### src/sv/pns_pkg.sv
`default_nettype none

package pns_pkg;

    // Field widths fixed by the item format.
    localparam int IDX_W   = 8;
    localparam int COMP_W  = 6;
    localparam int ENTRY_W = 3 * COMP_W;
    localparam int LVL_W   = 8;
    localparam int FU_W    = 9;
    localparam int NUM_W   = 14;
    localparam int SQ_W    = 2 * COMP_W;
    localparam int SUM_W   = 14;
    localparam int PADDR_W = 3;
    localparam int PDATA_W = 32;

    // Register map, indexed by paddr[2].
    localparam logic [0:0] REG_NUM_LIGHTS     = 1'b0;
    localparam logic [0:0] REG_FIRST_UNSHADED = 1'b1;

    localparam logic [LVL_W-1:0] NUM_LIGHTS_RST     = 8'd32;
    localparam logic [FU_W-1:0]  FIRST_UNSHADED_RST = 9'd248;

    // Request kinds.
    localparam logic MODE_WRITE = 1'b0;
    localparam logic MODE_QUERY = 1'b1;

    typedef struct packed {
        logic [COMP_W-1:0] red;
        logic [COMP_W-1:0] green;
        logic [COMP_W-1:0] blue;
    } t_rgb;

    // Travels with each palette read of the scan.
    typedef struct packed {
        logic             valid;
        logic             first;
        logic             last;
        logic [IDX_W-1:0] idx;
    } t_scan_tag;

endpackage

`default_nettype wire

### src/sv/pns_palette_ram.sv
`default_nettype none

module pns_palette_ram
    import pns_pkg::*;
#(
    parameter int DEPTH = 256,
    parameter int AW    = 8
) (
    input  wire logic               i_clk,
    input  wire logic               i_we,
    input  wire logic [AW-1:0]      i_waddr,
    input  wire logic [ENTRY_W-1:0] i_wdata,
    input  wire logic               i_re,
    input  wire logic [AW-1:0]      i_raddr,
    output logic      [ENTRY_W-1:0] o_rdata
);

    logic [ENTRY_W-1:0] r_mem [DEPTH];
    logic [ENTRY_W-1:0] r_rdata;

    // Write port.
    always_ff @(posedge i_clk) begin
        if (i_we) begin
            r_mem[i_waddr] <= i_wdata;
        end
    end

    // Registered read port.
    always_ff @(posedge i_clk) begin
        if (i_re) begin
            r_rdata <= r_mem[i_raddr];
        end
    end

    assign o_rdata = r_rdata;

endmodule

`default_nettype wire

### config.mk
export PLATFORM = sky130hd
export DESIGN_NAME = pns_palette_ram
export DESIGN_NICKNAME = d
export VERILOG_FILES = /design/src/sv/pns_pkg.sv /design/src/sv/pns_palette_ram.sv
export SDC_FILE = /design/constraint.sdc
export NUM_CORES = 2
export LEC_CHECK = 0
export BUFFER_PORTS_ARGS = -buffer_cell sky130_fd_sc_hd__buf_2
export CELL_PAD_IN_SITES_DETAIL_PLACEMENT = 2
export CELL_PAD_IN_SITES_GLOBAL_PLACEMENT = 2
export CORE_MARGIN = 3
export CORE_UTILIZATION = 53
export CTS_BUF_LIST = sky130_fd_sc_hd__clkbuf_8
export DETAILED_ROUTE_END_ITERATION = 8
export PLACE_DENSITY = 0.81
export SYNTH_ARGS = -nofsm -noshare
export SYNTH_HDL_FRONTEND = slang
export SYNTH_MEMORY_MAX_BITS = 65536
export SYNTH_SLANG_ARGS = --single-unit
### constraint.sdc
create_clock -name i_clk -period 3.3 [get_ports i_clk]
set_clock_uncertainty 0.1 [all_clocks]
set_input_delay 0.66 -clock i_clk [delete_from_list [all_inputs] [get_ports i_clk]]
set_output_delay 0.66 -clock i_clk [all_outputs]
set_load 0.02 [all_outputs]
==> run_results.csv, run 1 <==
group,metric,value,unit
floorplan,io_pins,55,
floorplan,start_util,53.4,%
floorplan,num_rows,212,
floorplan,die_x,586,um
yosys,syn_avg_cell_area,21.5,sq um
run_status,status,"aborted with a tool error",
yosys,syn_inst,8281,
placed_design,port_buffers,54,
placed_design,gp_congestion,0.914,
floorplan,die_h,586,um
yosys,synth_fp_nets,8318,
yosys,ys_types,40,
yosys,syn_area,0.178,sq mm
placed_design,hpwl,494,mm
yosys,seq_area_frac_synth,77.9,%
run_status,haltStage,"3_5_place_dp",
yosys,synth-seq-cells,4626,
run_status,firstError,"[ERROR DPL-0033] detailed placement checks failed during check placement.",
yosys,yosys_warnings,0,
-- Yosys cell counts (all sizes together) --
| cell | number | area (sq um) |
|---|---|---|
| mux2i | 792 | 7930 |
| clkinv | 1 | 3.75 |
| o22ai | 238 | 1490 |
| mux4 | 864 | 19500 |
| nand2b | 3 | 18.8 |
| nor3 | 159 | 796 |
| and2 | 1 | 6.26 |
| or2 | 5 | 31.3 |
| nand4 | 27 | 169 |
| nor2b | 8 | 50.1 |
| inv | 3 | 11.3 |
| nand4b | 1 | 8.76 |
| o21ai | 14 | 70.1 |
| edfxtp | 4626 | 139000 |
| o221ai | 318 | 2790 |
| a22o | 19 | 166 |
| nand2 | 81 | 304 |
| or3 | 2 | 12.5 |
| or3b | 1 | 8.76 |
| nand3b | 2 | 15.0 |
| clkbuf | 228 | 856 |
| a31oi | 20 | 125 |
| nand3 | 23 | 115 |
| nor2 | 290 | 1090 |
| nor4 | 34 | 332 |
| buf | 268 | 2210 |
| o211ai | 10 | 75.1 |
| a21oi | 190 | 951 |
| a22oi | 51 | 383 |
| o32a | 2 | 20.0 |
-- logic make-up after synthesis --
| group | after synthesis | share of synthesized area [%] |
|---|---|---|
| AO/OA/AOI/OAI | 862 | 3.40 |
| buffers and inverters | 500 | 1.72 |
| flip-flops | 4626 | 77.9 |
| AND/OR/NAND/NOR | 637 | 1.66 |
| multiplexers | 1656 | 15.4 |
-- through the flow --
step	std cells	hold slack [ns]	area, sq um
2_1_floorplan	8281	0.659	178000
3_3_place_gp	13400	0.972	193000
==> inputs of run 2 (changes only) <==
CELL_PAD_IN_SITES_DETAIL_PLACEMENT = unset   (was 2)
CELL_PAD_IN_SITES_GLOBAL_PLACEMENT = unset   (was 2)
CORE_UTILIZATION = 40   (was 53)
CTS_BUF_LIST = unset   (was sky130_fd_sc_hd__clkbuf_8)
PLACE_DENSITY = unset   (was 0.81)
PLACE_DENSITY_LB_ADDON = 0.15   (was unset)
==> run 2 against run 1 <==
  * The run now ends clean
  * Synthesized area unchanged
  * Synthesized cell count stayed put
==> run_results.csv, run 2 <==
group,metric,value,unit
timing,setup_viol,0,
grt,grt_max_degree,104,
timing,relSlewSlack,16.6,%
yosys,synth_top_area_share,77.9,%
floorplan,num_rows,244,
placed_design,port_buffers,54,
min_path,hold_path_class,"input pin to flip-flop",
floorplan,die_area,0.454,sq mm
routing,routed_via_density,5.72,
worst_setup_path,cp_max_fo,18,
yosys,synthFlopType,"edfxtp_1",
grt,grt-ovfl-total,0,
floorplan,die_x,674,um
floorplan,fp.coreArea,0.443,sq mm
min_path,min-delay-start,"i_wdata[16]",
layout,area_growth,18.7,%
yosys,synth_fp_nets,8318,
yosys,ys_types,40,
yosys,syn_inst,8281,
routing,drt_iter0_drc,10400,
timing,fin_crit_sh,99.1,%
worst_setup_path,cp.arrival,3.92,ns
routing,firstDrtPassIters,5,
timing,finalMaxSlewViolations,0,
clocking,clock_latency,1.02,ns
routing,ant_nets,0,
pwr,cellPowerDensity,593,mW/mm^2
pwr,vdd_drop_max,449,uV
grt,track_usage,22.7,%
run_status,status,"complete, no violations",
layout,final_cells,15900,
layout,multi_input_area,0.0370,sq mm
worst_setup_path,worstPathCellList,"buf_12 -> buf_12 -> buf_12 -> buf_12 -> mux4_2 -> o22ai_1 -> nor3_1 -> buf_4 -> nor3_1 -> buf_4 -> a22o_1 -> nor4_2",
timing,hold_violations,0,
layout,ff_latch_area,0.139,sq mm
grt,grt_pass1_vias,92500,
pwr,p_leak,0.0689,uW
layout,final_common_cell,"edfxtp_1",
worst_setup_path,cp_data_required_time,3.95,ns
layout,regMostFlops,"r_mem",
yosys,yosysMostFrequentCell,"edfxtp_1",
routing,routed_wl,521,mm
worst_setup_path,worstReg2RegStart,"r_mem[134][16]$_DFFE_PP_",
yosys,netlist_top_cells_count,"edfxtp_1 (4626), mux4_2 (864), mux2i_1 (792)",
layout,drive_gt1_share,31.0,%
routing,dr_total_vias,91200,
layout,final_cell_mix,"edfxtp_1 (4626), buf_4 (1038), mux4_2 (864), mux2i_1 (792), clkbuf_16 (483)",
grt,antenna_found_initial,39,
yosys,synth_edf_count,4626,
clocking,cts_root_buf,"clkbuf_16",
yosys,yosys_warnings,0,
yosys,synth_area_leaders,"edfxtp_1 (78%), mux4_2 (11%), mux2i_1 (4.4%), o221ai_1 (1.6%), o22ai_1 (0.83%)",
clocking,cts_tree,"yes",
layout,nets,9628,
yosys,syn_area,0.178,sq mm
yosys,synth_area_leader_cell,"edfxtp_1",
timing,rsz0062_at_grt,"no",
worst_setup_path,max_stage_delay,0.86,ns
worst_setup_path,crit_path_start_kind,"input pin",
placed_design,gp_congestion,0.852,
grt,grt_pass1_wl,727,mm
flow_run,cap_violations,0,
clocking,clockBufferDepth,4,
worst_setup_path,worst_path_max_delay_cell,"nor3_1",
clocking,cts_sinks,4626,
clocking,post_cts_buffers,0,
timing,max_clock_freq,306,MHz
yosys,async_flop_share,0,%
floorplan,start_util,40.3,%
routing,route.detailed.drc,0,
timing,worst_pin_slew,1.24,ns
floorplan,die_h,674,um
yosys,seq_area_frac_synth,77.9,%
clocking,cts_htree_levels,5,
yosys,synth-seq-cells,4626,
placed_design,dp.cells,15000,
timing,setup_slack,0.0303,ns
placed_design,pre_cts_ws,-1.15,ns
timing,min_period,3.27,ns
yosys,syn_avg_cell_area,21.5,sq um
worst_setup_path,crit_path_end_kind,"flip-flop",
floorplan,io_pins,55,
layout,largest_reg_flops,4608,
worst_setup_path,crit_top_cell,"buf_12",
clocking,numCtsBuffers,480,
worst_setup_path,critPathKind,"input pin to flip-flop",
routing,post_drt_wl_per_cell,32.7,um
clocking,clk_pin_slew_worst_paths,0.06,ns
worst_setup_path,critPathLaunch,"i_raddr[0]",
layout,fillers,36400,
placed_design,hpwl,325,mm
-- run 2: report_power, final --
group | internal (uW) | switching (uW) | total, uW
combinational | 2840 | 4400 | 7240
clock | 30800 | 22700 | 53400
sequential | 64800 | 114 | 64900
-- run 2: metal layers --
metal  track usage [%]  share of wire, %
met1              32.0                42
met3              3.03               6.4
met2              36.8                48
met5                 0            0.0025
met4              7.24               3.3
-- run 2: logic make-up after synthesis --
group / Yosys count / share of synthesized area (%)
buffers and inverters: 500 / 1.72
AO/OA/AOI/OAI: 862 / 3.40
multiplexers: 1656 / 15.4
AND/OR/NAND/NOR: 637 / 1.66
flip-flops: 4626 / 77.9
-- run 2: final timing paths --
| path | endpoint | slack, ns | depth (start not counted) |
|---|---|---|---|
| setup / recovery | o_rdata[4]$_DFFE_PP_ | 0.03 | 12 |
| hold / removal | r_mem[182][16]$_DFFE_PP_ | 0.06 | 1 |
| setup reg to reg | o_rdata[16]$_DFFE_PP_ | 0.16 | 9 |
| hold reg to reg | o_rdata[5]$_DFFE_PP_ | 1.10 | 7 |
-- run 2: final cells by class --
type | instances | area share (%)
clock inverters | 310 | 1.44
clock buffers | 585 | 5.89
diodes | 38 | 0.0449
inverters | 4 | 0.0130
flip-flops and latches | 4626 | 65.6
well taps | 5904 | 3.49
multi-input cells | 3155 | 17.5
repair buffers | 1324 | 6.07
-- run 2: per-stage QoR --
step	utilization, %	cell area [sq um]	power, uW	TNS, ns	hold WS [ns]
after global placement	44.3	196000	73300	-12.59	0.953
after CTS	47.8	212000	127000	0	0.00269
final	47.8	212000	126000	0	0.0597
after floorplan	-	178000	69400	0	0.659
after global routing	47.8	212000	129000	0	0.0460
after detailed placement	44.3	196000	73400	-12.61	0.956
-- run 2: timing repair --
| item | in CTS | in global routing |
|---|---|---|
| endpoints found under the setup margin | 1 | 0 |
| hold buffers | 9 | 0 |
| resized for setup | 1 | 0 |
| hold endpoints to repair | 163 | 0 |
-- run 2: worst max-delay path: cells and delay by family --
family | cells | cell delay [ns]
AND/OR/NAND/NOR | 3 | 1.02
AO/OA/AOI/OAI | 2 | 0.45
multiplexers | 1 | 0.50
buffers and inverters | 6 | 1.17
Note: power is estimated with default switching activity, not from simulation.
