<file path="src/sv/pns_pkg.sv">
`default_nettype none

package pns_pkg;

    // Field widths fixed by the item format.
    localparam int IDX_W   = 8;
    localparam int COMP_W  = 6;
    localparam int ENTRY_W = 3 * COMP_W;
    localparam int LVL_W   = 8;
    localparam int FU_W    = 9;
    localparam int NUM_W   = 14;
    localparam int SQ_W    = 2 * COMP_W;
    localparam int SUM_W   = 14;
    localparam int PADDR_W = 3;
    localparam int PDATA_W = 32;

    // Register map, indexed by paddr[2].
    localparam logic [0:0] REG_NUM_LIGHTS     = 1'b0;
    localparam logic [0:0] REG_FIRST_UNSHADED = 1'b1;

    localparam logic [LVL_W-1:0] NUM_LIGHTS_RST     = 8'd32;
    localparam logic [FU_W-1:0]  FIRST_UNSHADED_RST = 9'd248;

    // Request kinds.
    localparam logic MODE_WRITE = 1'b0;
    localparam logic MODE_QUERY = 1'b1;

    typedef struct packed {
        logic [COMP_W-1:0] red;
        logic [COMP_W-1:0] green;
        logic [COMP_W-1:0] blue;
    } t_rgb;

    // Travels with each palette read of the scan.
    typedef struct packed {
        logic             valid;
        logic             first;
        logic             last;
        logic [IDX_W-1:0] idx;
    } t_scan_tag;

endpackage

`default_nettype wire

</file>
<file path="src/sv/pns_nearest_scan.sv">
`default_nettype none

module pns_nearest_scan
    import pns_pkg::*;
(
    input  wire logic               i_clk,
    input  wire logic               i_rst_n,
    input  wire t_scan_tag          i_tag,
    input  wire logic [ENTRY_W-1:0] i_rdata,
    input  wire t_rgb               i_target,
    output logic                    o_done,
    output logic      [IDX_W-1:0]   o_best
);

    t_scan_tag         r_tag0;
    t_scan_tag         r_tag1;
    logic [SQ_W-1:0]   r_sq_r;
    logic [SQ_W-1:0]   r_sq_g;
    logic [SQ_W-1:0]   r_sq_b;
    logic [SUM_W-1:0]  r_bestd;
    logic [IDX_W-1:0]  r_best;
    logic              r_done;

    logic [COMP_W-1:0] w_dr;
    logic [COMP_W-1:0] w_dg;
    logic [COMP_W-1:0] w_db;
    logic [SUM_W-1:0]  w_sum;

    function automatic logic [COMP_W-1:0] absdiff(input logic [COMP_W-1:0] a,
                                                  input logic [COMP_W-1:0] b);
        return (a > b) ? (a - b) : (b - a);
    endfunction

    // Component differences of the entry read this cycle.
    assign w_dr = absdiff(i_rdata[3*COMP_W-1:2*COMP_W], i_target.red);
    assign w_dg = absdiff(i_rdata[2*COMP_W-1:COMP_W], i_target.green);
    assign w_db = absdiff(i_rdata[COMP_W-1:0], i_target.blue);

    assign w_sum = SUM_W'(r_sq_r) + SUM_W'(r_sq_g) + SUM_W'(r_sq_b);

    // Tags follow the memory latency and then the squaring stage.
    always_ff @(posedge i_clk) begin
        if (!i_rst_n) begin
            r_tag0 <= '0;
            r_tag1 <= '0;
            r_done <= 1'b0;
        end else begin
            r_tag0 <= i_tag;
            r_tag1 <= r_tag0;
            r_done <= r_tag1.valid & r_tag1.last;
        end
    end

    // Squares of the differences.
    always_ff @(posedge i_clk) begin
        r_sq_r <= SQ_W'(w_dr) * SQ_W'(w_dr);
        r_sq_g <= SQ_W'(w_dg) * SQ_W'(w_dg);
        r_sq_b <= SQ_W'(w_db) * SQ_W'(w_db);
    end

    // Keep the first entry with the least distance.
    always_ff @(posedge i_clk) begin
        if (r_tag1.valid && (r_tag1.first || (w_sum < r_bestd))) begin
            r_bestd <= w_sum;
            r_best  <= r_tag1.idx;
        end
    end

    assign o_done = r_done;
    assign o_best = r_best;

endmodule

`default_nettype wire

</file>
<file path="config.mk">
export PLATFORM = sky130hd
export DESIGN_NAME = pns_nearest_scan
export DESIGN_NICKNAME = d
export VERILOG_FILES = /design/src/sv/pns_pkg.sv /design/src/sv/pns_nearest_scan.sv
export SDC_FILE = /design/constraint.sdc
export NUM_CORES = 1
export LEC_CHECK = 0
export BUFFER_PORTS_ARGS = -buffer_cell sky130_fd_sc_hd__buf_2
export CELL_PAD_IN_SITES_DETAIL_PLACEMENT = 1
export CELL_PAD_IN_SITES_GLOBAL_PLACEMENT = 1
export CORE_MARGIN = 2
export CORE_UTILIZATION = 35
export CTS_CLUSTER_SIZE = 40
export DETAILED_ROUTE_END_ITERATION = 12
export PLACE_DENSITY = 0.71
export SLEW_MARGIN = 20
export SYNTH_ARGS = -nofsm -noshare
export SYNTH_HDL_FRONTEND = slang
export SYNTH_SLANG_ARGS = --single-unit
</file>
<file path="constraint.sdc">
create_clock -name i_clk -period 12.4 [get_ports i_clk]
set_clock_uncertainty 0.15 [all_clocks]
set_input_delay 2.48 -clock i_clk [delete_from_list [all_inputs] [get_ports i_clk]]
set_output_delay 2.48 -clock i_clk [all_outputs]
set_load 0.1 [all_outputs]
</file>
==> results of run 1 <==
cells in the mapped netlist, drive strengths merged (3+ instances only):
library cell  number
nand3              4
nand2b             3
and2              24
fa                41
nor3               7
buf                5
a21oi             33
nand2             11
mux2i             15
o21a              12
clkbuf             3
ha                99
a211oi             7
edfxtp            22
o21ai             11
xor2              14
a21o              19
xnor2             32
and3b              3
dfxtp             56
nor2b              7
or2                5
nor2              74
nand4              4
inv              108
per-stage QoR:
| step | util [%] | cells |
|---|---|---|
| 2_1_floorplan | - | 646 |
| 3_3_place_gp | 38.5 | 924 |
| 3_5_place_dp | 38.5 | 924 |
| 4_1_cts | 40.3 | 940 |
| 5_1_grt | 40.3 | 940 |
| 6_report | 40.3 | 940 |
worst max-delay path, cell delays in order:
cell and delay, ns:
buf_2 0.11, inv_1 0.06, ha_1 0.17, inv_1 0.07, fa_1 0.43, a211oi_2 0.23, nor2_1 0.09, o31ai_4 0.36
mux2i_1 0.27, xor2_1 0.39, nor2_1 0.12, fa_1 0.50, inv_1 0.07, fa_1 0.53, inv_1 0.05, fa_1 0.49
ha_1 0.35, and3b_1 0.21, o21a_1 0.18, o21ai_0 0.15, nand2b_1 0.11, a21o_1 0.18, a21oi_1 0.17, xnor2_1 0.13
sequential cells by signal (all words and copies together) (netlist names):
signal	count
o_best	8
o_done	1
r_bestd	14
r_sq_b	11
r_sq_g	11
r_sq_r	11
r_tag0	11
r_tag1	11
cells by family after synthesis:
family          count (synthesis)  synth area share [%]
simple gates                  147                  11.2
flops                          78                  28.1
mux                            16                  2.55
fa+ha+maj                     140                  32.5
buf+inv                       116                  7.08
other cells                     1                0.0592
xor+xnor                       46                  7.19
compound gates                101                  11.3
routing by layer:
layer	vias to the layer above	GRT usage [%]	share of wire, %
li1	2236	-	-
met1	2177	16.2	43
met2	51	26.5	53
met3	20	2.32	2.2
met4	0	4.56	1.9
met5	-	0	0
final cells by class:
cell class | instances | area, um^2
clock buffers | 9 | 225
clock inverters | 7 | 81.3
fillers | 2022 | 10700
inverters | 108 | 405
multi-input cells | 452 | 4120
flip-flops and latches | 78 | 1780
well taps | 229 | 287
repair buffers | 57 | 285
cells in the final DEF (no fill, tap or decap), types with 4 or more instances in the layout:
cell type	Yosys	final
a21oi_1	33	32
mux2i_1	15	15
nor2_1	73	73
nand4_1	4	4
inv_1	107	107
buf_2	4	57
and2_1	24	24
or2_2	5	5
edfxtp_1	22	22
xor2_1	14	14
fa_1	41	41
ha_1	99	99
xnor2_2	7	7
dfxtp_1	56	56
nor2b_1	7	7
nand3_1	4	4
nand2_1	11	11
nor3_1	7	7
xnor2_1	25	25
clkbuf_16	0	9
o21a_1	12	12
a21o_1	17	17
o21ai_0	9	9
a211oi_1	5	5
worst max-delay path by stage:
stage	startpoint	endpoint	slack [ns]	depth (start not counted)
final	i_rdata[12]	r_sq_r[10]	4.62	24
after floorplan	i_rdata[12]	r_sq_r[10]	4.83	23
after detailed placement	i_rdata[12]	r_sq_r[10]	4.25	24
after global placement	i_rdata[12]	r_sq_r[10]	4.49	23
after global routing	i_rdata[12]	r_sq_r[10]	4.23	24
after CTS	i_rdata[0]	r_sq_b[10]	4.60	24
==> impl_metrics.toml, run 1 <==
[yosys]
synth.distinct_cells = 51
ys_top_cells_by_area = "ha_1 20%, dfxtp_1 18%, fa_1 13%"
synth_top_flop_cell = "dfxtp_1"
syn_area_um2 = 6330
postSynthAreaPerCell_um2 = 9.82
yosys_warnings = 0
syn_inst = 645
synth_edf_count = 22
ys_seq_area_share_pct = 28.1
synth-seq-cells = 78
synth_top_area_share_pct = 19.6
yosysTopAreaCell = "ha_1"
async_flop_share_pct = 0

[timing]
tightest_slew_ns = 0.707
hold_viol = 0
hold_slack_ns = 0.257
setup_viol_count_final = 0
slew_viol_final = 0
setup_ws_ns = 4.62
min_period_over_period_pct = 62.7
max_slew_margin_pct = 52.8
fin_tns_setup_ns = 0
max_freq_mhz = 129
fin_crit_ns = 7.78
rsz0062_at_grt = "no"

[drt]
wl_per_cell_um = 13.5
dr.pass1.iters = 4
num_vias = 4484
route.detailed.drc = 0
drt_wl_total_um = 12700
ant_nets = 0
viasPerCell = 4.77
first_iter_violations = 66

[clocking]
cts_setup_buffers = 0
htree_levels = 3
cts_buffers = 9
cts_tree = "yes"
cts_root_buffer = "clkbuf_16"
cts.repair.resized = 0
cts.path.max_buffers = 2
path_clk_slew_ns = 0.06
hold_buffers = 0
insertion_delay_ns = 0.34
cts_sinks = 78

[layout]
nNetsFinal = 895
drive_above_1_share_pct = 13.6
synthToLayoutAreaGrowth_pct = 13.4
diodes = 0
fin_area_um2 = 7180

[critical_path]
required_ns = 12.52
r2r_setup_slack_ns = 7.99
path_class = "in2reg"
rr_startpoint = "r_sq_r[3]"
worstPathArrival_ns = 7.90
end_kind = "flip-flop"
rr_endpoint = "r_bestd[13]"
crit_path_max_fanout = 6
r2r_cells = 15
startpoint_type = "input pin"

[place]
place_area_um2 = 6880
io_buffers = 57
pre_cts_slack_ns = 4.25
hpwl_um = 10700
place_congestion = 0.822

[worst_hold_path]
worstHoldStart = "r_tag1[6]"
min_to = "o_best[6]"
whs_path_depth = 0
hold_class = "reg2reg"

[die]
die_area_um2 = 19200
chipHeight_um = 138
io_pins = 58
rows = 49
start_util_pct = 35.5
die_width_um = 138
core_area_um2 = 17800

[job]
maxCapViolCount = 0

[run_status]
status = "finished clean"

[global_route]
antenna_found_initial = 0
grt_pass1_wl_um = 22700
grt.total_usage_pct = 14.1
overflow = 0
grt_pass1_vias = 5106
grt_start_max_net_pins = 24
Power of run 1 is left out: the tool's default activity adds up to more than one toggle a clock period on the data nets, which glitch-free logic cannot reach.
==> run 2, diff against run 1 <==
Settings changed: PLACE_DENSITY 0.71 to 0.73.
Clock period 12.4 ns to 6.8 ns, I/O delays scaled along.
==> run 2 against run 1 <==
Against the previous run:
- clock-buffer cell count is the same
- largest cell class unchanged
- wire length grew 0.12%
- non-clock buffer count grew 21
- critical path type unchanged
- first-iteration DRC count grew 76%
- setup slack lost 4.4 ns
- final area grew 2.1%
- worst hold slack lost 0.0091 ns
- register-to-register slack lost 5.7 ns
- core utilization grew 0.86 points
- die area is the same
- critical endpoint unchanged
- sequential share of layout area shrank 0.52 points
- flip-flop and latch count is the same
==> impl_metrics.toml, run 2 (synthesis results as in run 1) <==
[critical_path]
crit_family = "adder cells"
rr_startpoint = "r_sq_r[6]"
worstPathArrival_ns = 6.65
crit_start = "i_rdata[12]"
r2r_setup_slack_ns = 2.28
critPathMaxStageDelay_ns = 0.53
r2r_cells = 15
cp-endpoint = "r_sq_r[10]"
path_class = "in2reg"
path_depth = 25
end_kind = "flip-flop"
cp_slowest_cell = "fa_1"
startpoint_type = "input pin"
cp_num_buf_inv = 6
required_ns = 6.91
rr_endpoint = "r_bestd[4]"
crit_path_max_fanout = 3

[die]
start_util_pct = 35.5
chipHeight_um = 138
io_pins = 58
rows = 49
die_width_um = 138
die_area_um2 = 19200
core_area_um2 = 17800

[layout]
nNetsFinal = 916
diodes = 0
fin_area_um2 = 7340
layout_commonest_cell = "inv_1"
top_register = "r_bestd"
drive_above_1_share_pct = 16.3
largest_reg_flops = 14
fillCellCount = 2062
final_cell_mix = "107 x inv_1, 99 x ha_1, 73 x nor2_1"
synthToLayoutAreaGrowth_pct = 15.9

[global_route]
grtUsageMet2_pct = 24.3
grt.total_usage_pct = 13.9
overflow = 0
grt_start_max_net_pins = 24
grt.busiest_layer = "met2"
antenna_found_initial = 0
grt_pass1_wl_um = 22300
use_met1_pct = 18.1
use_met3_pct = 2.08
grt_pass1_vias = 4682

[clocking]
path_clk_slew_ns = 0.06
cts.path.max_buffers = 2
cts_tree = "yes"
hold_buffers = 0
cts_root_buffer = "clkbuf_16"
htree_levels = 3
cts_sinks = 78
insertion_delay_ns = 0.34
cts_buffers = 9

[place]
place_area_um2 = 7010
place_congestion = 0.836
hpwl_um = 10800
io_buffers = 57

[drt]
num_vias = 4450
wl_per_cell_um = 13.2
viasPerCell = 4.63
drt_wl_total_um = 12700
ant_nets = 0
route.detailed.drc = 0
dr.pass1.iters = 5
first_iter_violations = 116

[timing]
hold_viol = 0
tightest_slew_ns = 0.589
max_slew_margin_pct = 60.8
min_period_over_period_pct = 96.1
max_freq_mhz = 153
slew_viol_final = 0
setup_viol_count_final = 0
fin_crit_ns = 6.53

[run_status]
status = "finished clean"

[worst_hold_path]
hold_class = "reg2reg"

[job]
maxCapViolCount = 0
-- run 2: cell types whose count changed in the layout (fill, tap and decap cells not counted), sizes merged --
cell and delta:
buf +21, clkinv -1, clkinvlp +1
-- run 2: what timing repair did --
action | CTS | global route
buffers inserted | 0 | 2
setup endpoints to repair | 0 | 1
gates resized for setup | 0 | 1
-- run 2: metrics by stage --
stage / hold slack, ns / setup slack (ns) / TNS [ns] / utilization, % / instances
floorplan: 0.236 / 0.355 / 0 / - / 646
global placement: 0.236 / 0.125 / 0 / 39.3 / 943
detailed placement: 0.240 / -0.0892 / -0.0892 / 39.3 / 943
CTS: 0.252 / 0.258 / 0 / 41.0 / 959
global route: 0.262 / -0.0526 / -0.0526 / 41.1 / 961
finish: 0.248 / 0.269 / 0 / 41.1 / 961
-- run 2: layer usage --
layer	up-vias	share of wire (%)
met1	2114	47
met3	8	2.0
met5	-	0
li1	2280	-
met4	0	1.1
met2	48	50
-- run 2: worst min path at each step --
stage,slack [ns],startpoint,end,cells past startpoint
after floorplan,0.24,r_tag1[0],o_best[0],0
after global placement,0.24,r_tag1[7],o_best[7],0
after detailed placement,0.24,r_tag1[3],o_best[3],0
after CTS,0.25,r_tag1[4],o_best[4],0
after global routing,0.26,r_tag1[5],o_best[5],0
final,0.25,r_tag1[4],o_best[4],0
-- run 2: area by class of cell --
type / instances / area (um^2) / share of cell area [%]
multi-input cells: 452 / 4110 / 56.1
flip-flops and latches: 78 / 1780 / 24.3
repair buffers: 78 / 443 / 6.04
inverters: 108 / 405 / 5.53
well taps: 229 / 287 / 3.91
clock buffers: 9 / 225 / 3.07
clock inverters: 7 / 81.3 / 1.11
Power of run 2 is left out for the same reason.
