`src/sv/pns_pkg.sv`:
```
`default_nettype none

package pns_pkg;

    // Field widths fixed by the item format.
    localparam int IDX_W   = 8;
    localparam int COMP_W  = 6;
    localparam int ENTRY_W = 3 * COMP_W;
    localparam int LVL_W   = 8;
    localparam int FU_W    = 9;
    localparam int NUM_W   = 14;
    localparam int SQ_W    = 2 * COMP_W;
    localparam int SUM_W   = 14;
    localparam int PADDR_W = 3;
    localparam int PDATA_W = 32;

    // Register map, indexed by paddr[2].
    localparam logic [0:0] REG_NUM_LIGHTS     = 1'b0;
    localparam logic [0:0] REG_FIRST_UNSHADED = 1'b1;

    localparam logic [LVL_W-1:0] NUM_LIGHTS_RST     = 8'd32;
    localparam logic [FU_W-1:0]  FIRST_UNSHADED_RST = 9'd248;

    // Request kinds.
    localparam logic MODE_WRITE = 1'b0;
    localparam logic MODE_QUERY = 1'b1;

    typedef struct packed {
        logic [COMP_W-1:0] red;
        logic [COMP_W-1:0] green;
        logic [COMP_W-1:0] blue;
    } t_rgb;

    // Travels with each palette read of the scan.
    typedef struct packed {
        logic             valid;
        logic             first;
        logic             last;
        logic [IDX_W-1:0] idx;
    } t_scan_tag;

endpackage

`default_nettype wire

```
`src/sv/pns_shade_div.sv`:
```
`default_nettype none

module pns_shade_div
    import pns_pkg::*;
(
    input  wire logic               i_clk,
    input  wire logic               i_rst_n,
    input  wire logic               i_start,
    input  wire logic [ENTRY_W-1:0] i_src,
    input  wire logic [LVL_W-1:0]   i_count,
    input  wire logic [LVL_W-1:0]   i_level,
    output logic                    o_done,
    output t_rgb                    o_rgb
);

    localparam logic [1:0] COMP_RED   = 2'd0;
    localparam logic [1:0] COMP_GREEN = 2'd1;
    localparam logic [1:0] COMP_BLUE  = 2'd2;
    localparam logic [2:0] STEP_TOP   = 3'(COMP_W - 1);

    logic               r_busy;
    logic               r_load;
    logic               r_done;
    logic [1:0]         r_comp;
    logic [2:0]         r_step;
    logic [ENTRY_W-1:0] r_src;
    logic [LVL_W-1:0]   r_div;
    logic [LVL_W-1:0]   r_scale;
    logic [NUM_W-1:0]   r_rem;
    logic [COMP_W-1:0]  r_quo;
    t_rgb               r_rgb;

    logic [COMP_W-1:0]  w_comp;
    logic [NUM_W-1:0]   w_num;
    logic [NUM_W-1:0]   w_dsh;
    logic               w_fits;
    logic [NUM_W-1:0]   n_rem;
    logic [COMP_W-1:0]  n_quo;

    // Pick the component being scaled.
    always_comb begin
        unique case (r_comp)
            COMP_RED:   w_comp = r_src[3*COMP_W-1:2*COMP_W];
            COMP_GREEN: w_comp = r_src[2*COMP_W-1:COMP_W];
            COMP_BLUE:  w_comp = r_src[COMP_W-1:0];
            default:    w_comp = '0;
        endcase
    end

    // Scaled numerator with the rounding half added in.
    assign w_num = NUM_W'(NUM_W'(w_comp) * NUM_W'(r_scale)) + NUM_W'(r_div >> 1);

    // One restoring division step: the quotient never exceeds six bits.
    assign w_dsh  = NUM_W'(r_div) << r_step;
    assign w_fits = (r_rem >= w_dsh);
    assign n_rem  = w_fits ? (r_rem - w_dsh) : r_rem;
    assign n_quo  = {r_quo[COMP_W-2:0], w_fits};

    always_ff @(posedge i_clk) begin
        if (!i_rst_n) begin
            r_busy <= 1'b0;
            r_load <= 1'b0;
            r_done <= 1'b0;
            r_comp <= COMP_RED;
        end else begin
            r_done <= 1'b0;
            if (i_start) begin
                r_busy  <= 1'b1;
                r_load  <= 1'b1;
                r_comp  <= COMP_RED;
                r_src   <= i_src;
                r_div   <= i_count;
                r_scale <= i_count - i_level;
            end else if (r_busy) begin
                if (r_load) begin
                    r_rem  <= w_num;
                    r_quo  <= '0;
                    r_step <= STEP_TOP;
                    r_load <= 1'b0;
                end else begin
                    r_rem <= n_rem;
                    r_quo <= n_quo;
                    if (r_step == 3'd0) begin
                        unique case (r_comp)
                            COMP_RED:   r_rgb.red   <= n_quo;
                            COMP_GREEN: r_rgb.green <= n_quo;
                            default:    r_rgb.blue  <= n_quo;
                        endcase
                        if (r_comp == COMP_BLUE) begin
                            r_busy <= 1'b0;
                            r_done <= 1'b1;
                        end else begin
                            r_comp <= r_comp + 2'd1;
                            r_load <= 1'b1;
                        end
                    end else begin
                        r_step <= r_step - 3'd1;
                    end
                end
            end
        end
    end

    assign o_done = r_done;
    assign o_rgb  = r_rgb;

endmodule

`default_nettype wire

```
`config.mk`:
```
export PLATFORM = sky130hd
export DESIGN_NAME = pns_shade_div
export DESIGN_NICKNAME = d
export VERILOG_FILES = /design/src/sv/pns_pkg.sv /design/src/sv/pns_shade_div.sv
export SDC_FILE = /design/constraint.sdc
export NUM_CORES = 1
export LEC_CHECK = 0
export ABC_AREA = 1
export BUFFER_PORTS_ARGS = -buffer_cell sky130_fd_sc_hd__buf_2
export CAP_MARGIN = 15
export CORE_ASPECT_RATIO = 0.6
export CORE_UTILIZATION = 55
export CTS_CLUSTER_DIAMETER = 40
export DETAILED_ROUTE_END_ITERATION = 6
export GPL_TIMING_DRIVEN = 0
export PLACE_DENSITY = 0.79
export REMOVE_ABC_BUFFERS = 1
export SETUP_SLACK_MARGIN = 0.1
export SLEW_MARGIN = 20
export SYNTH_ARGS = -nofsm -noshare
export SYNTH_HDL_FRONTEND = slang
export SYNTH_SLANG_ARGS = --single-unit
```
`constraint.sdc`:
```
create_clock -name i_clk -period 5.81 [get_ports i_clk]
set_input_delay 1.162 -clock i_clk [delete_from_list [all_inputs] [get_ports i_clk]]
set_output_delay 1.162 -clock i_clk [all_outputs]
set_load 0.02 [all_outputs]
```
==> results of run 1 <==
## per-layer routing
layer,track usage,wire length [um],share of wire,vias to the layer above
met4,0.0556,166,0.012,0
met1,0.364,6730,0.48,2387
li1,-,-,-,2541
met5,0,0,0,-
met3,0.0508,1100,0.079,18
met2,0.410,6030,0.43,203
## worst max-delay path: stages, from the launching register on
cell and delay [ns]:
dfxtp_1 0.33, inv_1 0.14, ha_1 0.37, nand2_1 0.12
nand3_1 0.11, nand2_1 0.19, inv_1 0.16, nand2_1 0.09
fa_1 0.49, fa_1 0.55, inv_1 0.05, fa_1 0.54
inv_1 0.06, fa_1 0.49, inv_1 0.04, ha_1 0.35
nand2_1 0.11, nor2_1 0.18, nand3_1 0.14, nand3_1 0.10
nand2_1 0.05, nand3_1 0.06, nand2_1 0.07
## per-stage QoR
step	worst slack [ns]	instance area [um2]	power, uW
floorplan	1.42	6190	1530
global placement	0.977	6640	1730
detailed placement	0.832	6640	1770
CTS	0.787	6940	2340
global route	0.415	6940	2550
finish	0.786	6940	2350
## cell type report
class                           instances  area (um2)  share of cell area
Clock buffer                            9         225              0.0324
Clock inverter                          7        78.8              0.0114
Inverter                              151         567              0.0816
Multi-Input combinational cell        525        3300               0.475
Sequential cell                        79        2320               0.334
Tap cell                              139         174              0.0250
Timing Repair Buffer                   55         275              0.0396
## worst min-delay path by stage
stage | endpoint | depth (start not counted) | slack, ns
after floorplan | o_rgb[11]$_DFFE_PP_ | 0 | 0.44
after global placement | r_busy$_SDFF_PN0_ | 2 | 0.48
after detailed placement | o_rgb[5]$_DFFE_PP_ | 0 | 0.49
after CTS | r_busy$_SDFF_PN0_ | 2 | 0.52
after global routing | o_rgb[11]$_DFFE_PP_ | 0 | 0.52
final | r_busy$_SDFF_PN0_ | 2 | 0.52
## cell usage in the layout (no fill, tap or decap), types with 3 or more instances in the layout
| cell type | n |
|---|---|
| xnor2_1 | 5 |
| nand3_1 | 44 |
| ha_1 | 60 |
| nand3_2 | 3 |
| nor2_1 | 73 |
| xor2_1 | 6 |
| inv_2 | 3 |
| clkbuf_16 | 9 |
| nand2_1 | 213 |
| fa_1 | 31 |
| nand4_1 | 11 |
| nor2_2 | 3 |
| edfxtp_1 | 74 |
| clkinvlp_4 | 3 |
| a31oi_1 | 3 |
| dfxtp_1 | 5 |
| buf_2 | 55 |
| a21oi_1 | 27 |
| nand2_2 | 5 |
| inv_1 | 146 |
| o21ai_0 | 28 |
## kinds of logic after synthesis
| group | share of synthesized area |
|---|---|
| and+or+nand+nor | 0.238 |
| adders and majority gates | 0.220 |
| xor gates and xnor gates | 0.0154 |
| muxes | 0.00160 |
| DFF | 0.372 |
| AOI/OAI and AO/OA | 0.0537 |
| buffers and inverters | 0.0991 |
## where the power goes
group          internal (uW)  leakage [uW]  switching (uW)
clock                    336      0.000139             237
combinational            403       0.00267             687
sequential               666      0.000723            19.4
total                   1410       0.00353             943
## flip-flops by register name, indices dropped and copies added, names as in the netlist
name,count
o_rgb,18
r_src,18
r_rem,14
r_div,8
r_scale,8
r_quo,5
r_step,3
r_comp,2
o_done,1
r_busy,1
r_load,1
==> metrics, run 1 <==
leakage power=around 0.0035 uW; ys flop type=edfxtp_1; R2R depth=22; maxcap violations=0; first-pass GRT wire length=23500 um; die height=84.5 um; Worst slew margin=0.326; CORE AREA=10800 um2; Via density=around 5.3; CTS buffer count=9; clock buffer depth=2; clock latency on the worst-skew pair=0.34 ns; launch point of the worst reg-to-reg path=r_comp[0]$_SDFFE_PP0P_; DPL Wire Length=11200 um; Initial Util=0.577; WL/cell=about 15 um; largest net degree at the start of global routing=35; CP Launch Point=r_comp[0]$_SDFFE_PP0P_; drt total wl=about 14000 um; layout cells sized above 1=0.107; DR DRC count=0; leading area contributor after synthesis=edfxtp_1; Worst Hold Launch=r_busy$_SDFF_PN0_; Final Hold Vio Count=0; Slew Viols, Final=0; clk slew on worst S/H paths=0.07 ns; critical path arrival=~5.1 ns; post-layout minimum cycle time=5.02 ns; Synth async-reset ratio=0; number of global-route vias before repair=5044; setup_tns=0 ns; NumNets Final=949; status=completed; power per cell area=roughly 340 nW/um2; layout filler cell count=917; Netlist cell types=32; Placed Cells=949; non-filler cells, final=965; Hold Crit Class=reg2reg; port bufs=55; post-layout util=0.642; Die Area=11800 um2; Yosys Warn Count=0; drt first pass iters=5; end of the critical path=r_rem[12]$_DFFE_PP_; WP data required=5.90 ns; Inserted Diodes=0; type of the worst setup path=reg2reg; DRT iter0 DRCs=358; fmax=199 MHz; critical path endpoint category=flip-flop; flop-to-flop setup slack=0.79 ns; worst-path fanout max=8; Setup Buffers After CTS=0; Tcrit/Tclk final=0.865; GR Overflow Total=0; area grow syn2layout=11.3%; I/O Pins=56; Hold WS=0.523 ns; Root Buffer=clkbuf_16; final setup fails=0; cts hold-fix bufs=0; top-count cell post-synth=nand2_1; top-area cell type share of the netlist area=0.356; Worst Skew=0.00678 ns; Least-Margin Pin Slew=between 1 and 1.5 ns; # resized after CTS=0; Post-Syn Area per Cell=8.16 um2; Post-synth EDFFs=74; Cell Area, Synth=6240 um2; Seq/Total Area, Yosys=0.372; Peak VDD IR=209 uV; Routed Antenna Nets=0; RSZ-0062 raised after global routing=no; RR Endpoint=r_rem[12]$_DFFE_PP_; Die Width=140 um; CP Launch Type=flip-flop; ranking of synthesized cells by area=edfxtp_1 (36%), nand2_1 (13%), ha_1 (12%), fa_1 (9.9%), inv_1 (8.8%); Placer Congestion=0.896; CTS tree=done; Gate Count Post-Synth=765; Clock Sinks=79; vias=5149; initial antenna violation count=0; Synth top cells by count=nand2_1 (213), inv_1 (147), edfxtp_1 (74), nor2_1 (74), ha_1 (60); # rows=29; synthesized flop and latch total=79; GRT Util Overall=0.257; CTS HTree Levels=3
No activity file was read; power rests on OpenSTA's default activity.
==> inputs of run 2 (changes only) <==
Settings changed: PLACE_DENSITY 0.79 to 0.75.
==> run 2 against run 1 <==
  * Clock skew about the same
  * First-iteration DRC count increased by 17%
  * Design area decreased by 0.29%
  * Combinational power about the same
  * Clock power decreased by 6.8%
  * Largest cell class unchanged
  * Power decreased by 1.8%
  * Non-clock buffer count unchanged
==> metrics, run 2 (synthesized netlist as in run 1, its figures left out) <==
status=completed (unchanged); layout filler cell count=907 (was 917); largest net degree at the start of global routing=35 (unchanged); DR DRC count=0 (unchanged); Routed Antenna Nets=0 (unchanged); Final Hold Vio Count=0 (unchanged); die height=84.5 um (unchanged); post-layout minimum cycle time=4.99 ns (was 5.02 ns); layout cells sized above 1=0.107 (unchanged); cts hold-fix bufs=0 (unchanged); CORE AREA=10800 um2 (unchanged); Worst path most repeated cell=nand2_1 (unchanged); design area=6920 um2 (was 6940 um2); I/O Pins=56 (unchanged); DPL Wire Length=11200 um (about the same); critical path arrival=5.08 ns (was 5.12 ns); WL/cell=14.3 um (was 14.5 um); Hold Crit Class=reg2reg (unchanged); Peak VDD IR=221 uV (was 209 uV); DRT iter0 DRCs=418 (was 358); clock buffer depth=2 (unchanged); CP Launch Type=flip-flop (unchanged); Initial Util=0.577 (unchanged); Tcrit/Tclk final=0.859 (was 0.865); Worst slew margin=0.368 (was 0.326); number of global-route vias before repair=5025 (was 5044); CP Launch Point=r_comp[0]$_SDFFE_PP0P_ (unchanged); post-layout util=0.640 (was 0.642); clk slew on worst S/H paths=0.07 ns (about the same); final setup fails=0 (unchanged); worst-path fanout max=8 (unchanged); R2R depth=22 (unchanged); launch point of the worst reg-to-reg path=r_comp[0]$_SDFFE_PP0P_ (unchanged); clock latency on the worst-skew pair=0.33 ns (was 0.34 ns); Placer Congestion=0.863 (was 0.896); commonest cells after routing, fill and taps aside=nand2_1 (213), inv_1 (146), edfxtp_1 (74) (unchanged); vias=5063 (was 5149); DP Area=6640 um2 (about the same); CTS buffer count=9 (unchanged); CTS HTree Levels=3 (unchanged); type of the worst setup path=reg2reg (unchanged); Clock Sinks=79 (unchanged); critical path endpoint category=flip-flop (unchanged); initial antenna violation count=0 (unchanged); drt first pass iters=5 (unchanged); RSZ-0062 raised after global routing=no (unchanged); Inserted Diodes=0 (unchanged); slowest stage cell, crit path=fa_1 (unchanged); power per cell area=333 nW/um2 (was 338 nW/um2); Least-Margin Pin Slew=0.940 ns (was 1.01 ns); WL met2=5650 um (was 6030 um); register area=2320 um2 (about the same); # rows=29 (unchanged); Setup Buffers After CTS=0 (unchanged); commonest non-fill, non-tap cell in the layout=nand2_1 (unchanged); drt total wl=13800 um (was 14000 um); Root Buffer=clkbuf_16 (unchanged); Die Width=140 um (unchanged); Die Area=11800 um2 (unchanged); leakage power=0.00352 uW (was 0.00353 uW); Slew Viols, Final=0 (unchanged); Worst Skew=0.00667 ns (was 0.00678 ns); flop-to-flop setup slack=0.82 ns (was 0.79 ns); NumNets Final=949 (unchanged); first-pass GRT wire length=23700 um (was 23500 um); fmax=200 MHz (was 199 MHz); WL met3=1080 um (was 1100 um); Max Used Layer=met4 (unchanged); RR Endpoint=r_rem[12]$_DFFE_PP_ (unchanged); port bufs=55 (unchanged); GRT Util Overall=0.257 (about the same); end of the critical path=r_rem[12]$_DFFE_PP_ (unchanged); area grow syn2layout=11.0% (was 11.3%); GR Overflow Total=0 (unchanged); Critical Path, Cell by Cell=inv_1, ha_1, nand2_1, nand3_1, nand2_1, inv_1, nand2_1, fa_1, fa_1, inv_1, fa_1, inv_1, fa_1, inv_1, ha_1, nand2_1, nor2_1, nand3_1, nand3_1, nand2_1, nand3_1, nand2_1 (unchanged); Hold WS=0.492 ns (was 0.523 ns); setup_tns=0 ns (unchanged); Multi-input gate area=3300 um2 (unchanged); Overall Power=2310 uW (was 2350 uW); Via density=5.25 (was 5.34); # resized after CTS=0 (unchanged); crit-path max cell delay=0.55 ns (about the same); maxcap violations=0 (unchanged); Met1 Wirelength=6940 um (was 6730 um); CTS tree=done (unchanged); WP data required=5.90 ns (about the same)
-- run 2: changes by cell type in the layout (fill, tap and decap cells not counted), sizes merged --
cell      change
clkinv        +1
inv           +1
bufinv        -1
clkbuf        +1
clkinvlp      -2
-- run 2: area by class of cell --
class,count,area share
clock inverter,6,0.00777
clock buffer,10,0.0331
multi-input combinational,525,0.477
sequential,79,0.336
tap,139,0.0251
timing repair buffer,55,0.0398
inverter,151,0.0819
-- run 2: how the worst min path moves through the flow --
stage / from / to / slack [ns] / cells past startpoint
after global routing: r_quo[4]$_SDFFCE_PP0P_ / o_rgb[5]$_DFFE_PP_ / 0.50 / 0
after detailed placement: r_quo[4]$_SDFFCE_PP0P_ / o_rgb[11]$_DFFE_PP_ / 0.47 / 0
after floorplan: r_quo[4]$_SDFFCE_PP0P_ / o_rgb[11]$_DFFE_PP_ / 0.44 / 0
after CTS: r_quo[4]$_SDFFCE_PP0P_ / o_rgb[5]$_DFFE_PP_ / 0.49 / 0
final: r_quo[4]$_SDFFCE_PP0P_ / o_rgb[17]$_DFFE_PP_ / 0.49 / 0
after global placement: r_quo[4]$_SDFFCE_PP0P_ / o_rgb[5]$_DFFE_PP_ / 0.46 / 0
-- run 2: where the power goes --
part           internal, uW  switching [uW]  leakage [uW]
Clock                   297             237      0.000136
Sequential              666            19.6      0.000723
Combinational           404             684       0.00267
Total                  1370             940       0.00352
-- run 2: per-stage QoR --
| step | worst slack, ns | cells |
|---|---|---|
| after floorplan | 1.42 | 755 |
| after global placement | 0.927 | 949 |
| after detailed placement | 0.867 | 949 |
| after CTS | 0.818 | 965 |
| after global routing | 0.439 | 965 |
| final | 0.817 | 965 |
-- run 2: layer usage --
| metal | global-route usage | vias to the layer above |
|---|---|---|
| li1 | - | 2542 |
| met2 | 0.390 | 186 |
| met3 | 0.0479 | 16 |
| met4 | 0.0505 | 0 |
| met1 | 0.384 | 2319 |
| met5 | 0 | - |
-- run 2: worst max-delay path, delay by kind of cell (launching register included) --
kind,cells,cell delay [ns]
and+or+nand+nor,11,1.16
DFF,1,0.33
buffers and inverters,5,0.47
adders and majority gates,6,2.78
==> inputs of run 3 (changes only) <==
Settings changed: PLACE_DENSITY 0.75 to default, PLACE_DENSITY_LB_ADDON from default to 0.08.
==> run 3 against run 2 <==
  * Power grew 2.2%
  * Via count decreased by 0.69%
  * Critical path type unchanged
  * Clock-buffer cell count is 1 lower
  * Flip-flop and latch count did not move
  * Fmax about the same
  * Clock power is 8.4% higher
==> metrics, run 3 (synthesized netlist as in run 1, its figures left out) <==
status=completed (unchanged); final setup fails=0 (unchanged); Via density=5.21 (was 5.25); hold worst-path end=o_rgb[11]$_DFFE_PP_ (was o_rgb[17]$_DFFE_PP_); clock buffer depth=2 (unchanged); critical path arrival=5.08 ns (about the same); CP Launch Type=flip-flop (unchanged); commonest cells after routing, fill and taps aside=nand2_1 (213), inv_1 (146), edfxtp_1 (74) (unchanged); Slew Viols, Final=0 (unchanged); GRT Util Overall=0.258 (was 0.257); # rows=29 (unchanged); RR Endpoint=r_rem[8]$_DFFE_PP_ (was r_rem[12]$_DFFE_PP_); DRT iter0 DRCs=424 (was 418); slowest stage cell, crit path=fa_1 (unchanged); post-layout minimum cycle time=4.99 ns (about the same); hold path depth=0 (unchanged); CTS tree=done (unchanged); pre-CTS WS=0.859 ns (was 0.867 ns); I/O Pins=56 (unchanged); setup slack after layout=0.820 ns (was 0.817 ns); type of the worst setup path=reg2reg (unchanged); Placed Cells=949 (unchanged); Peak VDD IR=194 uV (was 221 uV); power per cell area=339 nW/um2 (was 333 nW/um2); initial antenna violation count=0 (unchanged); cts hold-fix bufs=0 (unchanged); Critical Path, Cell by Cell=inv_1, ha_1, nand2_1, nand3_1, nand2_1, inv_1, nand2_1, fa_1, fa_1, inv_1, fa_1, inv_1, fa_1, inv_1, ha_1, nand2_1, nand2_1, nand2_1, nand2_1, inv_1, nand2_1, xor2_1, nand2_1, nand2_1 (was inv_1, ha_1, nand2_1, nand3_1, nand2_1, inv_1, nand2_1, fa_1, fa_1, inv_1, fa_1, inv_1, fa_1, inv_1, ha_1, nand2_1, nor2_1, nand3_1, nand3_1, nand2_1, nand3_1, nand2_1); Hold WS=0.487 ns (was 0.492 ns); R2R depth=24 (was 22); worst-path fanout max=8 (unchanged); clock latency on the worst-skew pair=0.34 ns (was 0.33 ns); Worst Skew=0.00755 ns (was 0.00667 ns); DR DRC count=0 (unchanged); launch point of the worst reg-to-reg path=r_comp[0]$_SDFFE_PP0P_ (unchanged); WP data required=5.90 ns (about the same); Die Area=11800 um2 (unchanged); RSZ-0062 raised after global routing=no (unchanged); Initial Util=0.577 (unchanged); clk slew on worst S/H paths=0.07 ns (about the same); crit-path max cell delay=0.56 ns (was 0.55 ns); leakage power=0.00353 uW (was 0.00352 uW); first-pass GRT wire length=23600 um (was 23700 um); Die Width=140 um (unchanged); Tcrit/Tclk final=0.859 (about the same); Overall Power=2360 uW (was 2310 uW); flop-to-flop setup slack=0.82 ns (about the same); NumNets Final=949 (unchanged); Root Buffer=clkbuf_16 (unchanged); # resized after CTS=0 (unchanged); vias=5028 (was 5063); Setup Buffers After CTS=0 (unchanged); WL/cell=14.3 um (about the same); non-filler cells, final=965 (unchanged); number of global-route vias before repair=4877 (was 5025); setup_tns=0 ns (unchanged); Inserted Diodes=0 (unchanged); Placer Congestion=0.914 (was 0.863); critical path endpoint category=flip-flop (unchanged); port bufs=55 (unchanged); commonest non-fill, non-tap cell in the layout=nand2_1 (unchanged); Clock Sinks=79 (unchanged); Worst slew margin=0.305 (was 0.368); maxcap violations=0 (unchanged); Worst path most repeated cell=nand2_1 (unchanged); fmax=200 MHz (about the same); Final Hold Vio Count=0 (unchanged); Hold Crit Class=reg2reg (unchanged); CTS buffer count=9 (unchanged); largest net degree at the start of global routing=35 (unchanged); GR Overflow Total=0 (unchanged); die height=84.5 um (unchanged); Least-Margin Pin Slew=1.04 ns (was 0.940 ns); drt total wl=13800 um (about the same); drt first pass iters=6 (was 5); CTS HTree Levels=3 (unchanged); Worst Hold Launch=r_quo[4]$_SDFFCE_PP0P_ (unchanged); layout cells sized above 1=0.107 (unchanged); Routed Antenna Nets=0 (unchanged); area grow syn2layout=11.3% (was 11.0%); CORE AREA=10800 um2 (unchanged); DPL Wire Length=11200 um (about the same)
-- run 3: cell count changes in the layout (fill, tap and decap cells not counted), sizes merged --
cell / before / now
clkbuf: 10 / 9
bufinv: 0 / 1
clkinvlp: 1 / 2
inv: 152 / 151
-- run 3: critical path: cells and delay by family, from the launching register on --
kind | cells | cell delay, ns
simple gates | 11 | 1.00
fa+ha+maj | 6 | 2.77
xor+xnor | 1 | 0.15
flops | 1 | 0.33
buf+inv | 6 | 0.49
-- run 3: layer usage --
layer / wire, um / track usage
met3: 847 / 0.0536
met5: 0 / 0
met2: 5550 / 0.384
met4: 117 / 0.0596
met1: 7280 / 0.386
-- run 3: final cells by class --
class / instances / area [um2]
Fill cell: 919 / 3870
Multi-Input combinational cell: 525 / 3300
Sequential cell: 79 / 2320
Inverter: 151 / 567
Timing Repair Buffer: 55 / 275
Clock buffer: 9 / 225
Tap cell: 139 / 174
Clock inverter: 7 / 80.1
-- run 3: worst max-delay path by stage --
stage / slack (ns) / cells past startpoint / from / end
final: 0.82 / 24 / r_comp[0]$_SDFFE_PP0P_ / r_rem[8]$_DFFE_PP_
after CTS: 0.84 / 24 / r_comp[0]$_SDFFE_PP0P_ / r_rem[8]$_DFFE_PP_
after global placement: 0.88 / 24 / r_comp[0]$_SDFFE_PP0P_ / r_rem[8]$_DFFE_PP_
after floorplan: 1.42 / 24 / r_comp[0]$_SDFFE_PP0P_ / r_rem[8]$_DFFE_PP_
after global routing: 0.43 / 24 / r_comp[0]$_SDFFE_PP0P_ / r_rem[8]$_DFFE_PP_
after detailed placement: 0.86 / 24 / r_comp[0]$_SDFFE_PP0P_ / r_rem[8]$_DFFE_PP_
-- run 3: per-stage QoR --
stage / instance area (um2) / utilization
floorplan: 6190 / -
global placement: 6640 / 0.614
CTS: 6950 / 0.642
finish: 6950 / 0.642
global route: 6950 / 0.642
detailed placement: 6640 / 0.614
-- run 3: report_power, final --
group          switching (uW)  total, uW  internal, uW
sequential               19.3        685           666
clock                     242        579           337
combinational             691       1090           402
